[src/design/nec_ir_edge_decoder_assert.svh]
// ============================================================================
// NEC IR edge decoder assertion macros
// Shared concurrent assertion forms, clocked on aclk, off during reset.
// ============================================================================
`ifndef NEC_IR_EDGE_DECODER_ASSERT_SVH
`define NEC_IR_EDGE_DECODER_ASSERT_SVH

// Same-cycle implication.
`define NEC_ASSERT_NOW(lbl, ante, cons, msg) \
    lbl: assert property (@(posedge aclk) disable iff (!aresetn) \
        (ante) |-> (cons)) else $error(msg);

// Next-cycle implication.
`define NEC_ASSERT_NEXT(lbl, ante, cons, msg) \
    lbl: assert property (@(posedge aclk) disable iff (!aresetn) \
        (ante) |=> (cons)) else $error(msg);

`endif

[src/design/nec_ir_pkg.sv]
// ============================================================================
// NEC IR decoder package
// Phase and command codes, register indexes and frame constants.
// ============================================================================
package nec_ir_pkg;

    typedef enum logic [2:0] {
        PH_IDLE     = 3'd0,
        PH_LEADER   = 3'd1,
        PH_DATA     = 3'd2,
        PH_COMPLETE = 3'd3,
        PH_ERROR    = 3'd4
    } phase_t;

    typedef enum logic [1:0] {
        CMD_EDGE       = 2'd0,
        CMD_TAKE       = 2'd1,
        CMD_SOFT_RESET = 2'd2,
        CMD_NONE       = 2'd3
    } cmd_t;

    typedef enum logic [2:0] {
        REG_ENABLE      = 3'd0,
        REG_LEADER_HIGH = 3'd1,
        REG_LEADER_LOW  = 3'd2,
        REG_BIT_ZERO    = 3'd3,
        REG_BIT_ONE     = 3'd4,
        REG_TOLERANCE   = 3'd5
    } reg_idx_t;

    localparam int unsigned CFG_W       = 16;
    localparam int unsigned FRAME_BITS  = 32;
    localparam int unsigned BIT_CNT_W   = 6;
    localparam logic [7:0]  INV_MASK    = 8'hFF;

    localparam logic [CFG_W-1:0] RST_LEADER_HIGH = 16'd9000;
    localparam logic [CFG_W-1:0] RST_LEADER_LOW  = 16'd4500;
    localparam logic [CFG_W-1:0] RST_BIT_ZERO    = 16'd562;
    localparam logic [CFG_W-1:0] RST_BIT_ONE     = 16'd1687;
    localparam logic [CFG_W-1:0] RST_TOLERANCE   = 16'd200;

endpackage

[src/design/nec_ir_edge_decoder.sv]
// ============================================================================
// NEC IR edge decoder
// Decodes NEC infrared frames from timestamped line edges: interval
// measurement, leader and bit window matching, LSB-first shifting and the
// address/command inverse check.
// ============================================================================
//
//  channel   ports                               direction  handshake
//  --------  ----------------------------------  ---------  ------------------
//  input     s_command s_edge_time s_edge_level  in         s_valid / s_ready
//  result    m_frame_done m_data_ready ...       out        m_valid / m_ready
//  config    cfg_addr cfg_wdata                  in         cfg_we (no wait)
//
//  One item per cycle sustained unless the result stalls. The item lands in
//  the input register, then one pass of subtract/compare/shift logic
//  updates the decoder state and loads the result register.
//  Synchronous active-low reset clears both pipeline slots, the decoder
//  state and loads the register defaults.
//  A stalled result holds the result register; an occupied input register
//  then holds too and s_ready drops until m_ready frees the slot.
//
`include "nec_ir_edge_decoder_assert.svh"

module nec_ir_edge_decoder
    import nec_ir_pkg::*;
#(
    parameter int unsigned TIME_WIDTH = 32
) (
    input  logic             aclk,
    input  logic             aresetn,

    // config write port
    input  logic             cfg_we,
    input  logic [2:0]       cfg_addr,
    input  logic [CFG_W-1:0] cfg_wdata,

    // input items
    input  logic             s_valid,
    output logic             s_ready,
    input  logic [1:0]       s_command,
    input  logic [31:0]      s_edge_time,
    input  logic             s_edge_level,

    // result items
    output logic             m_valid,
    input  logic             m_ready,
    output logic             m_frame_done,
    output logic             m_data_ready,
    output logic [7:0]       m_address_byte,
    output logic [7:0]       m_command_byte,
    output logic [7:0]       m_address_inverse,
    output logic [7:0]       m_command_inverse
);

    // Compare width: wide enough for the period and for nominal + tolerance.
    localparam int unsigned CMP_W = (TIME_WIDTH > CFG_W + 1) ? TIME_WIDTH : CFG_W + 1;

    // ------------------------------------------------------------------
    // Configuration registers
    // ------------------------------------------------------------------
    logic             enable_reg;
    logic [CFG_W-1:0] leader_high_reg;
    logic [CFG_W-1:0] leader_low_reg;
    logic [CFG_W-1:0] bit_zero_reg;
    logic [CFG_W-1:0] bit_one_reg;
    logic [CFG_W-1:0] tolerance_reg;

    always_ff @(posedge aclk) begin
        if (!aresetn) begin
            enable_reg      <= 1'b1;
            leader_high_reg <= RST_LEADER_HIGH;
            leader_low_reg  <= RST_LEADER_LOW;
            bit_zero_reg    <= RST_BIT_ZERO;
            bit_one_reg     <= RST_BIT_ONE;
            tolerance_reg   <= RST_TOLERANCE;
        end else if (cfg_we) begin
            case (reg_idx_t'(cfg_addr))
                REG_ENABLE:      enable_reg      <= cfg_wdata[0];
                REG_LEADER_HIGH: leader_high_reg <= cfg_wdata;
                REG_LEADER_LOW:  leader_low_reg  <= cfg_wdata;
                REG_BIT_ZERO:    bit_zero_reg    <= cfg_wdata;
                REG_BIT_ONE:     bit_one_reg     <= cfg_wdata;
                REG_TOLERANCE:   tolerance_reg   <= cfg_wdata;
                default: begin
                    // indexes past the list are dropped
                end
            endcase
        end
    end

    // ------------------------------------------------------------------
    // Pipeline control: input slot feeds the result slot
    // ------------------------------------------------------------------
    logic                  in_valid_reg;
    cmd_t                  in_cmd_reg;
    logic [TIME_WIDTH-1:0] in_time_reg;
    logic                  in_level_reg;

    logic                  out_valid_reg;
    logic                  out_done_reg;
    logic                  out_ready_flag_reg;
    logic [FRAME_BITS-1:0] out_word_reg;

    logic out_free;   // result slot can take a new item this cycle
    logic proc;       // input slot item is decoded this cycle

    assign out_free = !out_valid_reg || m_ready;
    assign proc     = in_valid_reg && out_free;
    assign s_ready  = !in_valid_reg || out_free;

    always_ff @(posedge aclk) begin
        if (!aresetn) begin
            in_valid_reg <= 1'b0;
        end else if (s_ready) begin
            in_valid_reg <= s_valid;
        end
    end

    // payload only; loads with the handshake
    always_ff @(posedge aclk) begin
        if (s_valid && s_ready) begin
            in_cmd_reg   <= cmd_t'(s_command);
            in_time_reg  <= s_edge_time[TIME_WIDTH-1:0];
            in_level_reg <= s_edge_level;
        end
    end

    // ------------------------------------------------------------------
    // Decoder state
    // ------------------------------------------------------------------
    phase_t                phase_reg,        phase_next;
    logic [FRAME_BITS-1:0] shift_word_reg,   shift_word_next;
    logic [BIT_CNT_W-1:0]  bits_reg,         bits_next;
    logic [TIME_WIDTH-1:0] prev_time_reg,    prev_time_next;
    logic [FRAME_BITS-1:0] result_word_reg,  result_word_next;
    logic                  result_valid_reg, result_valid_next;

    logic                  done_next;
    logic                  ready_flag_next;
    logic [TIME_WIDTH-1:0] period;
    logic [CMP_W-1:0]      period_w;
    logic                  win_leader_high;
    logic                  win_leader_low;
    logic                  win_zero;
    logic                  win_one;
    logic                  inv_ok;

    // Inclusive window nominal +/- tol, lower bound floored at zero.
    function automatic logic in_window(
        input logic [CMP_W-1:0] p,
        input logic [CFG_W-1:0] nom,
        input logic [CFG_W-1:0] tol
    );
        logic [CFG_W:0] lo;
        logic [CFG_W:0] hi;
        lo = (nom > tol) ? {1'b0, nom - tol} : '0;
        hi = {1'b0, nom} + {1'b0, tol};
        return (p >= CMP_W'(lo)) && (p <= CMP_W'(hi));
    endfunction

    // interval wraps modulo 2^TIME_WIDTH
    assign period   = in_time_reg - prev_time_reg;
    assign period_w = CMP_W'(period);

    assign win_leader_high = in_window(period_w, leader_high_reg, tolerance_reg);
    assign win_leader_low  = in_window(period_w, leader_low_reg,  tolerance_reg);
    assign win_zero        = in_window(period_w, bit_zero_reg,    tolerance_reg);
    assign win_one         = in_window(period_w, bit_one_reg,     tolerance_reg);

    always_ff @(posedge aclk) begin
        if (!aresetn) begin
            phase_reg        <= PH_IDLE;
            shift_word_reg   <= '0;
            bits_reg         <= '0;
            prev_time_reg    <= '0;
            result_word_reg  <= '0;
            result_valid_reg <= 1'b0;
        end else begin
            phase_reg        <= phase_next;
            shift_word_reg   <= shift_word_next;
            bits_reg         <= bits_next;
            prev_time_reg    <= prev_time_next;
            result_word_reg  <= result_word_next;
            result_valid_reg <= result_valid_next;
        end
    end

    always_comb begin
        phase_next        = phase_reg;
        shift_word_next   = shift_word_reg;
        bits_next         = bits_reg;
        prev_time_next    = prev_time_reg;
        result_word_next  = result_word_reg;
        result_valid_next = result_valid_reg;
        done_next         = 1'b0;
        ready_flag_next   = result_valid_reg;
        inv_ok            = 1'b0;

        if (proc) begin
            case (in_cmd_reg)
                CMD_EDGE: begin
                    if (enable_reg) begin
                        prev_time_next = in_time_reg;
                        case (phase_reg)
                            PH_IDLE: begin
                                if (in_level_reg) begin
                                    phase_next = PH_LEADER;
                                end
                            end
                            PH_LEADER: begin
                                if (!in_level_reg) begin
                                    // leader mark ends on the falling edge
                                    phase_next = win_leader_high ? PH_LEADER : PH_IDLE;
                                end else if (win_leader_low) begin
                                    phase_next      = PH_DATA;
                                    shift_word_next = '0;
                                    bits_next       = '0;
                                end else begin
                                    phase_next = PH_IDLE;
                                end
                            end
                            PH_DATA: begin
                                // rising edges only move the timestamp
                                if (!in_level_reg) begin
                                    if (!win_zero && !win_one) begin
                                        phase_next = PH_ERROR;
                                    end else begin
                                        // zero window wins when both match
                                        if (!win_zero) begin
                                            shift_word_next[bits_reg[4:0]] = 1'b1;
                                        end
                                        bits_next = bits_reg + 1'b1;
                                        if (bits_next[BIT_CNT_W-1]) begin
                                            // full frame: latch it, then check
                                            result_word_next = shift_word_next;
                                            inv_ok = ((shift_word_next[7:0] ^
                                                       shift_word_next[23:16]) == INV_MASK) &&
                                                     ((shift_word_next[15:8] ^
                                                       shift_word_next[31:24]) == INV_MASK);
                                            if (inv_ok) begin
                                                result_valid_next = 1'b1;
                                                phase_next        = PH_COMPLETE;
                                                done_next         = 1'b1;
                                            end else begin
                                                phase_next = PH_ERROR;
                                            end
                                        end
                                    end
                                end
                            end
                            PH_COMPLETE, PH_ERROR: begin
                                phase_next        = PH_IDLE;
                                result_valid_next = 1'b0;
                            end
                            default: begin
                                phase_next = PH_IDLE;
                            end
                        endcase
                    end
                    ready_flag_next = result_valid_next;
                end
                CMD_TAKE: begin
                    ready_flag_next   = result_valid_reg;
                    result_valid_next = 1'b0;
                    phase_next        = PH_IDLE;
                end
                CMD_SOFT_RESET: begin
                    // timestamp and stored result word survive
                    phase_next        = PH_IDLE;
                    shift_word_next   = '0;
                    bits_next         = '0;
                    result_valid_next = 1'b0;
                    ready_flag_next   = 1'b0;
                end
                default: begin
                    ready_flag_next = result_valid_reg;
                end
            endcase
        end
    end

    // ------------------------------------------------------------------
    // Result register
    // ------------------------------------------------------------------
    always_ff @(posedge aclk) begin
        if (!aresetn) begin
            out_valid_reg <= 1'b0;
        end else if (out_free) begin
            out_valid_reg <= in_valid_reg;
        end
    end

    always_ff @(posedge aclk) begin
        if (proc) begin
            out_done_reg       <= done_next;
            out_ready_flag_reg <= ready_flag_next;
            out_word_reg       <= result_word_next;
        end
    end

    assign m_valid           = out_valid_reg;
    assign m_frame_done      = out_done_reg;
    assign m_data_ready      = out_ready_flag_reg;
    assign m_address_byte    = out_word_reg[7:0];
    assign m_command_byte    = out_word_reg[15:8];
    assign m_address_inverse = out_word_reg[23:16];
    assign m_command_inverse = out_word_reg[31:24];

    // ------------------------------------------------------------------
    // Assertions
    // ------------------------------------------------------------------
    `NEC_ASSERT_NOW(a_done_sets_ready, m_valid && m_frame_done, m_data_ready,
        "frame_done without data_ready")

    `NEC_ASSERT_NOW(a_done_inverse_ok, m_valid && m_frame_done,
        ((m_address_byte ^ m_address_inverse) == INV_MASK) &&
        ((m_command_byte ^ m_command_inverse) == INV_MASK),
        "frame_done on a frame failing the inverse check")

    `NEC_ASSERT_NOW(a_complete_has_result, phase_reg == PH_COMPLETE, result_valid_reg,
        "complete phase without a valid result")

    `NEC_ASSERT_NOW(a_data_count_bound, phase_reg == PH_DATA, !bits_reg[BIT_CNT_W-1],
        "bit count past a frame while in data phase")

    `NEC_ASSERT_NEXT(a_soft_reset_clears, proc && (in_cmd_reg == CMD_SOFT_RESET),
        (phase_reg == PH_IDLE) && !result_valid_reg && (bits_reg == '0),
        "soft reset left decoder state behind")

endmodule

[config.mk]
export PLATFORM = sky130hd
export DESIGN_NAME = nec_ir_edge_decoder
export DESIGN_NICKNAME = d
export VERILOG_FILES = /design/src/design/nec_ir_pkg.sv /design/src/design/nec_ir_edge_decoder.sv
export VERILOG_INCLUDE_DIRS = /design/src /design/src/design
export SDC_FILE = /design/constraint.sdc
export NUM_CORES = 1
export LEC_CHECK = 0
export BUFFER_PORTS_ARGS = -buffer_cell sky130_fd_sc_hd__buf_4
export CELL_PAD_IN_SITES_DETAIL_PLACEMENT = 0
export CELL_PAD_IN_SITES_GLOBAL_PLACEMENT = 1
export CORE_MARGIN = 1.5
export CORE_UTILIZATION = 48
export CTS_CLUSTER_DIAMETER = 200
export DETAILED_ROUTE_END_ITERATION = 10
export PLACE_DENSITY = 0.8
export SLEW_MARGIN = 40
export SYNTH_ARGS = -nofsm -noshare
export SYNTH_HDL_FRONTEND = slang
export SYNTH_SLANG_ARGS = --single-unit
[constraint.sdc]
create_clock -name aclk -period 7.6 [get_ports aclk]
set_input_delay 0.38 -clock aclk [delete_from_list [all_inputs] [get_ports aclk]]
set_output_delay 0.38 -clock aclk [all_outputs]
set_load 0.01 [all_outputs]
======== Word level (Yosys, flattened, before mapping) ========
Index checks and enable logic that the tools add are counted.
operators by class
  add/subtract/negate cells ............... 10
  $lt $le $gt $ge ......................... 14
  eq/ne operators ......................... 21
  multiplexer cells ....................... 54
  bitwise logic cells ..................... 7
  reduce and logical (&&, ||, !) cells .... 33
operators with widths
  operator                                       number
  two-way mux 32 bit                             19
  greater-or-equal comparator 32 x 16 -> 1 bit   4
  <= comparator 32 x 17 -> 1 bit                 4
  case mux 32 bit (2 select lines)               2
  adder 16 x 16 -> 17 bit                        4
  > comparator 16 bit                            4
  two-way mux 16 bit                             4
  subtractor 16 bit                              4
  OR 32 bit                                      1
  subtractor 32 bit                              1
  two-way mux 6 bit                              5
  case mux 6 bit (2 select lines)                2
  two-way mux 3 bit                              6
  == test 8 bit, second input constant           2
  XOR 8 bit                                      2
  inequality test 3 bit, second input constant   5
  AND reduction 2 bit                            7
  == test 3 x 2 -> 1 bit, second input constant  4
  == test 3 bit, second input constant           3
  logical AND 1 bit                              9
  case mux 3 bit (3 select lines)                1
  two-way mux 1 bit                              8
  AND reduction 8 bit                            1
  adder 6 x 1 -> 6 bit, second input constant    1
  22 further kinds                               36
word-level totals
  register bits after elaboration ......... 258
  word-level logic and storage cells ...... 159

======== Depth between registers and ports, before layout ========
  depth in word-level cells ............... 22
  depth in mapped cells ................... 33
  mapped depth without buffers ............ 31

======== Worst setup path after synthesis ========
OpenSTA, ideal clock, no wires.
  path type ............................... register to register
  from .................................... register tolerance_reg[2]
  to ...................................... register out_word_reg[10], data pin
  arrival time ............................ 5615 ps
  required time ........................... 7338 ps
  path slack .............................. 1723 ps
  cell stages (with the launch flop) ...... 33
  clock period less this slack ............ 5877 ps
  path through ............................ dfxtp_1 inv_1 ha_1 clkbuf_1 a21oi_1 nor2_1 nor2_1 o21ai_0 a21oi_1 o21ai_0 a21oi_1 o21bai_1 a21oi_1 o21ai_0 nand2b_1 a21oi_1 clkbuf_1 nand2_1 ha_1 a21oi_1 a21oi_1 a211o_1 a21oi_1 o21ai_0 a311o_1 o21ba_2 nor2_1 nor3_2 nand3_1 buf_2 clkbuf_1 nor2_1 or2_2
between the ends
  word-level cells in the longest chain between the ends .. 18
  elaborated cells between the ends (all ways) .. 31
  classes of those cells .................. 4 x add/sub; 6 x order compare; 16 x mux; 5 x reduce/logical
RTL lines
  what                                                             RTL line                    source
  from (decl)                                                      nec_ir_edge_decoder.sv:66   logic [CFG_W-1:0] tolerance_reg;
  from (signal assigned)                                           nec_ir_edge_decoder.sv:83   REG_TOLERANCE: tolerance_reg <= cfg_wdata;
  subtractor 16 bit / > comparator 16 bit (equally long branches)  nec_ir_edge_decoder.sv:156  lo = (nom > tol) ? {1'b0, nom - tol} : '0;
  two-way mux 16 bit                                               nec_ir_edge_decoder.sv:156
  greater-or-equal comparator 32 x 16 -> 1 bit                     nec_ir_edge_decoder.sv:158  return (p >= CMP_W'(lo)) && (p <= CMP_W'(hi));
  logical AND 1 bit                                                nec_ir_edge_decoder.sv:158
  two-way mux 32 bit                                               nec_ir_edge_decoder.sv:229  if (!win_zero) begin
  two-way mux 32 bit                                               nec_ir_edge_decoder.sv:225  if (!win_zero && !win_one) begin
  two-way mux 32 bit                                               nec_ir_edge_decoder.sv:224  if (!in_level_reg) begin
  two-way mux 32 bit                                               nec_ir_edge_decoder.sv:204  case (phase_reg)
  [... 3 more ...]                                                 n/a
  two-way mux 32 bit                                               nec_ir_edge_decoder.sv:233  if (bits_next[BIT_CNT_W-1]) begin
  two-way mux 32 bit *                                             nec_ir_edge_decoder.sv:225
  two-way mux 32 bit *                                             nec_ir_edge_decoder.sv:224
  two-way mux 32 bit *                                             nec_ir_edge_decoder.sv:204
  two-way mux 32 bit *                                             nec_ir_edge_decoder.sv:202  if (enable_reg) begin
  two-way mux 32 bit *                                             nec_ir_edge_decoder.sv:200  case (in_cmd_reg)
  two-way mux 32 bit *                                             nec_ir_edge_decoder.sv:199  if (proc) begin
  via result_word_next[10]                                         nec_ir_edge_decoder.sv:135  logic [FRAME_BITS-1:0] result_word_reg, result_word_next;
  to (signal assigned)                                             nec_ir_edge_decoder.sv:297  out_word_reg <= result_word_next;
  to (decl)                                                        nec_ir_edge_decoder.sv:102  logic [FRAME_BITS-1:0] out_word_reg;
The timed path passes the listed nets; every way through them passes the cells marked *. The select of a mux whose other input is x is not followed.
A chain may end at the register's enable or synchronous reset.

======== Worst setup path after layout ========
  from .................................... register tolerance_reg[1]
  to ...................................... register shift_word_reg[16]
between the ends
  word-level cells in the longest chain between the ends .. 16
  elaborated cells between the ends (all ways) .. 39
  classes of those cells .................. 6 x add/sub; 9 x order compare; 2 x eq/ne; 15 x mux; 7 x reduce/logical
RTL lines
  what                                                             RTL line                    source
  subtractor 16 bit / > comparator 16 bit (equally long branches)  nec_ir_edge_decoder.sv:156
  two-way mux 16 bit                                               nec_ir_edge_decoder.sv:156
  greater-or-equal comparator 32 x 16 -> 1 bit                     nec_ir_edge_decoder.sv:158
  logical AND 1 bit                                                nec_ir_edge_decoder.sv:158
  two-way mux 32 bit                                               nec_ir_edge_decoder.sv:229
  two-way mux 32 bit                                               nec_ir_edge_decoder.sv:225
  two-way mux 32 bit                                               nec_ir_edge_decoder.sv:224
  two-way mux 32 bit                                               nec_ir_edge_decoder.sv:204
  two-way mux 32 bit                                               nec_ir_edge_decoder.sv:202
  two-way mux 32 bit                                               nec_ir_edge_decoder.sv:200
  two-way mux 32 bit                                               nec_ir_edge_decoder.sv:199
  two-way mux 32 bit                                               nec_ir_edge_decoder.sv:225
  two-way mux 32 bit                                               nec_ir_edge_decoder.sv:224
  case mux 32 bit (2 select lines)                                 nec_ir_edge_decoder.sv:204
  two-way mux 32 bit                                               nec_ir_edge_decoder.sv:202
  case mux 32 bit (2 select lines)                                 nec_ir_edge_decoder.sv:200
  to (signal assigned)                                             nec_ir_edge_decoder.sv:180  shift_word_reg <= shift_word_next;
  to (decl)                                                        nec_ir_edge_decoder.sv:132  logic [FRAME_BITS-1:0] shift_word_reg, shift_word_next;
Parallel ways exist; a longest one is shown, timed or not. The select of a mux whose other input is x is not followed.

==> impl_metrics.json <==
{
  "pwr-share-comb": 0.259,
  "final_cells": 3212,
  "ant_nets": 0,
  "core_area_um2": 42230,
  "crit_type": "register to register",
  "ir_worst_vdd_mv": 0.2188,
  "p_per_area_nw_per_um2": 166.7,
  "clk_path_buf_depth": 3,
  "cp-end-kind": "register",
  "swShare": 0.3178,
  "grtUsageTotal": 0.2792,
  "vias_per_cell": 5.894,
  "cap_violations": 0,
  "io_pins": 95,
  "report.final.slew_viol_count": 0,
  "register_area_um2": 5856,
  "clk_latency_ns": 0.60,
  "vias": 18932,
  "numPortBuffers": 94,
  "min_period_ns": 7.085,
  "clock_power_share": 0.360,
  "synthArstFlopShare": 0,
  "path_max_fanout": 32,
  "post_drt_wl_per_cell_um": 19.34,
  "fin_worst_skew_ns": 0.01875,
  "initial_core_util": 0.4902,
  "syn-instance-count": 2567,
  "ys.warnings.count": 0,
  "ys.flop_type": "dfxtp_1",
  "num_rows": 75,
  "area_growth_syn_to_layout_pct": 12.17,
  "seq_area_frac_synth": 0.2829,
  "drt_first_pass_iters": 6,
  "holdCritStartpoint": "cfg_wdata[5]",
  "netSwitchingPower_mw": 1.230,
  "syn_area_um2": 20700,
  "cp-startpoint": "tolerance_reg[1]",
  "cts_buffers": 29,
  "fin_tns_setup_ns": 0,
  "post_cts_resized": 0,
  "syn_area_per_cell_um2": 8.064,
  "htreeDepth": 1,
  "cp_data_arrival_time_ns": 7.55,
  "cts_tree": "done",
  "fin_nets": 3016,
  "route.detailed.drc": 0,
  "leakagePower_nw": 9.449,
  "placedCellCount": 3122,
  "final_hold_viol_count": 0,
  "most-common-layout-cells": "nand2_1 (350), ha_1 (298), a21oi_1 (284), dfxtp_1 (189), nor2_1 (184)",
  "required_ns": 8.06,
  "r2r_start": "tolerance_reg[1]",
  "hp-class": "primary input to register",
  "max_slew_margin": 0.3973,
  "ys_types": 84,
  "p_int_mw": 2.641,
  "timing.fmax_ghz": 0.1411,
  "die_w_um": 210.7,
  "cts_num_sinks": 258,
  "n_antenna_cell": 0,
  "synth_seq_cells": 258,
  "setup_viol": 0,
  "cts_root_buf": "clkbuf_16",
  "drtIter0Drc": 1135,
  "drive_gt1_frac": 0.08567,
  "grt_pass1_wl_um": 99260,
  "overflow": 0,
  "grt_pass1_vias": 18777,
  "grt_setup_unrepaired": "false",
  "seqPwrFrac": 0.382,
  "status": "finished, final reports clean",
  "nFillCells": 3993,
  "multiInputGateArea_um2": 13890,
  "dieHeight_um": 210.7,
  "min_period_over_period": 0.9323,
  "wirelength_um": 62110,
  "grt_max_degree": 67,
  "cp-start-kind": "register",
  "layout_commonest_cell": "nand2_1",
  "synth_fp_nets": 2933,
  "tightest_slew_ns": 0.8971,
  "antenna_found_initial": 0,
  "dp_hpwl_um": 47900,
  "clk_pin_slew_worst_paths_ns": 0.06,
  "die-area_um2": 44380,
  "gp_congestion": 0.9565,
  "synth_edf_count": 69
}
==> layer usage <==
metal  part of all wire  vias to the layer above  global-route usage
li1                   -                     9313                   -
met1               0.46                     9107              0.3653
met2               0.48                      421              0.4880
met3              0.042                       91             0.03078
met4              0.026                        0             0.07389
met5                  0                        -                   0
==> area by class of cell <==
| cell class | count | share of cell area |
|---|---|---|
| clock buffer | 31 | 0.03158 |
| inverter | 147 | 0.02382 |
| tap | 539 | 0.02904 |
| multi-input combinational | 2050 | 0.5981 |
| sequential | 258 | 0.2522 |
| timing repair buffer | 164 | 0.05690 |
| clock inverter | 23 | 0.008406 |
==> critical path, stage by stage (launching register included) <==
cell and delay, ns:
dfxtp_1 0.58, inv_1 0.18, ha_1 0.37, inv_1 0.05
a21o_1 0.14, a21oi_1 0.23, o21bai_1 0.12, a21oi_1 0.24
o21bai_1 0.12, a21oi_1 0.25, o21bai_1 0.11, a21oi_1 0.27
o31ai_1 0.16, a221oi_1 0.50, nor4_1 0.09, a211oi_1 0.29
ha_1 0.33, o211ai_1 0.09, a21oi_1 0.06, a2111oi_0 0.52
a21oi_1 0.13, a21oi_1 0.50, o21bai_1 0.20, a2111o_1 0.58
o21a_1 0.23, o21ai_2 0.13, buf_4 0.33, nor2_1 0.09
==> through the flow <==
step           instance area (µm²)  total power, mW  utilization  setup slack (ns)  hold slack, ns
2_1_floorplan                20700            2.179            -             1.723          0.4250
3_3_place_gp                 21910            2.460       0.5188            0.8326          0.4344
3_5_place_dp                 21930            2.482       0.5193            0.6871          0.4438
4_1_cts                      23220            3.891       0.5499            0.6464         0.01868
5_1_grt                      23220            4.080       0.5499           0.06444         0.04767
6_report                     23220            3.871       0.5499            0.5145         0.03966
==> timing repair <==
item,4_1_cts,5_1_grt
hold buffers,36,0
hold endpoints to repair,36,0
endpoints found under the setup margin,0,0
buffers inserted,0,0
==> cells in the mapped netlist, types with 5 or more instances <==
cell       count  area (µm²)
o21a_1        51       382.9
o31ai_1       11       82.58
fa_1           9       180.2
a2111oi_0      8       70.07
nand4_1       50       312.8
buf_2         14       70.07
o221ai_1       5       43.79
xnor2_1       91       797.0
o2111ai_1      5       43.79
o211ai_1      15       112.6
a211oi_1      22       165.2
nor3_1        46       230.2
a31oi_1       49       306.5
nor2b_1       29       181.4
a21oi_1      284        1421
nor4_1        21       131.4
xor2_1        25       219.0
ha_1         298        3729
a211o_1       10       87.58
nand2_1      350        1314
o22ai_1        6       37.54
o21bai_1      38       285.3
or2_1         18       112.6
clkbuf_1      94       352.8
nand3b_1      18       135.1
mux2i_1        5       50.05
nor2_1       186       698.2
nor3b_1        8       60.06
o21ai_0       83       415.4
a221oi_1      16       140.1
edfxtp_1      69        2072
nand3_1       68       340.3
inv_1        146       548.0
and2_1        47       294.0
a21o_1        48       360.4
dfxtp_1      189        3784
and3_1         8       50.05
or2_2         19       118.9
nand2b_1      26       162.7
mux2_2         5       56.30
==> power groups by stage <==
stage	Combinational [mW]	Sequential, mW	Clock (mW)
3_5_place_dp	0.976	1.51	0
5_1_grt	1.13	1.48	1.47
2_1_floorplan	0.679	1.50	0
4_1_cts	0.996	1.48	1.42
3_3_place_gp	0.955	1.51	0
6_report	1.00	1.48	1.39
==> worst paths after layout <==
kind | to | depth (start not counted) | slack, ns
max | shift_word_reg[16] | 27 | 0.51
min | leader_high_reg[5] | 3 | 0.04
max reg2reg | shift_word_reg[16] | 27 | 0.51
min reg2reg | result_valid_reg | 2 | 0.45
==> kinds of logic after synthesis <==
logic type,count (synthesis),share of synthesized area
xor gates and xnor gates,116,0.04908
and+or+nand+nor,912,0.2079
adders and majority gates,307,0.1888
AOI/OAI and AO/OA,703,0.2161
muxes,12,0.006950
DFF,258,0.2829
buffers and inverters,259,0.04835
Power figures use the tool's default switching activity.
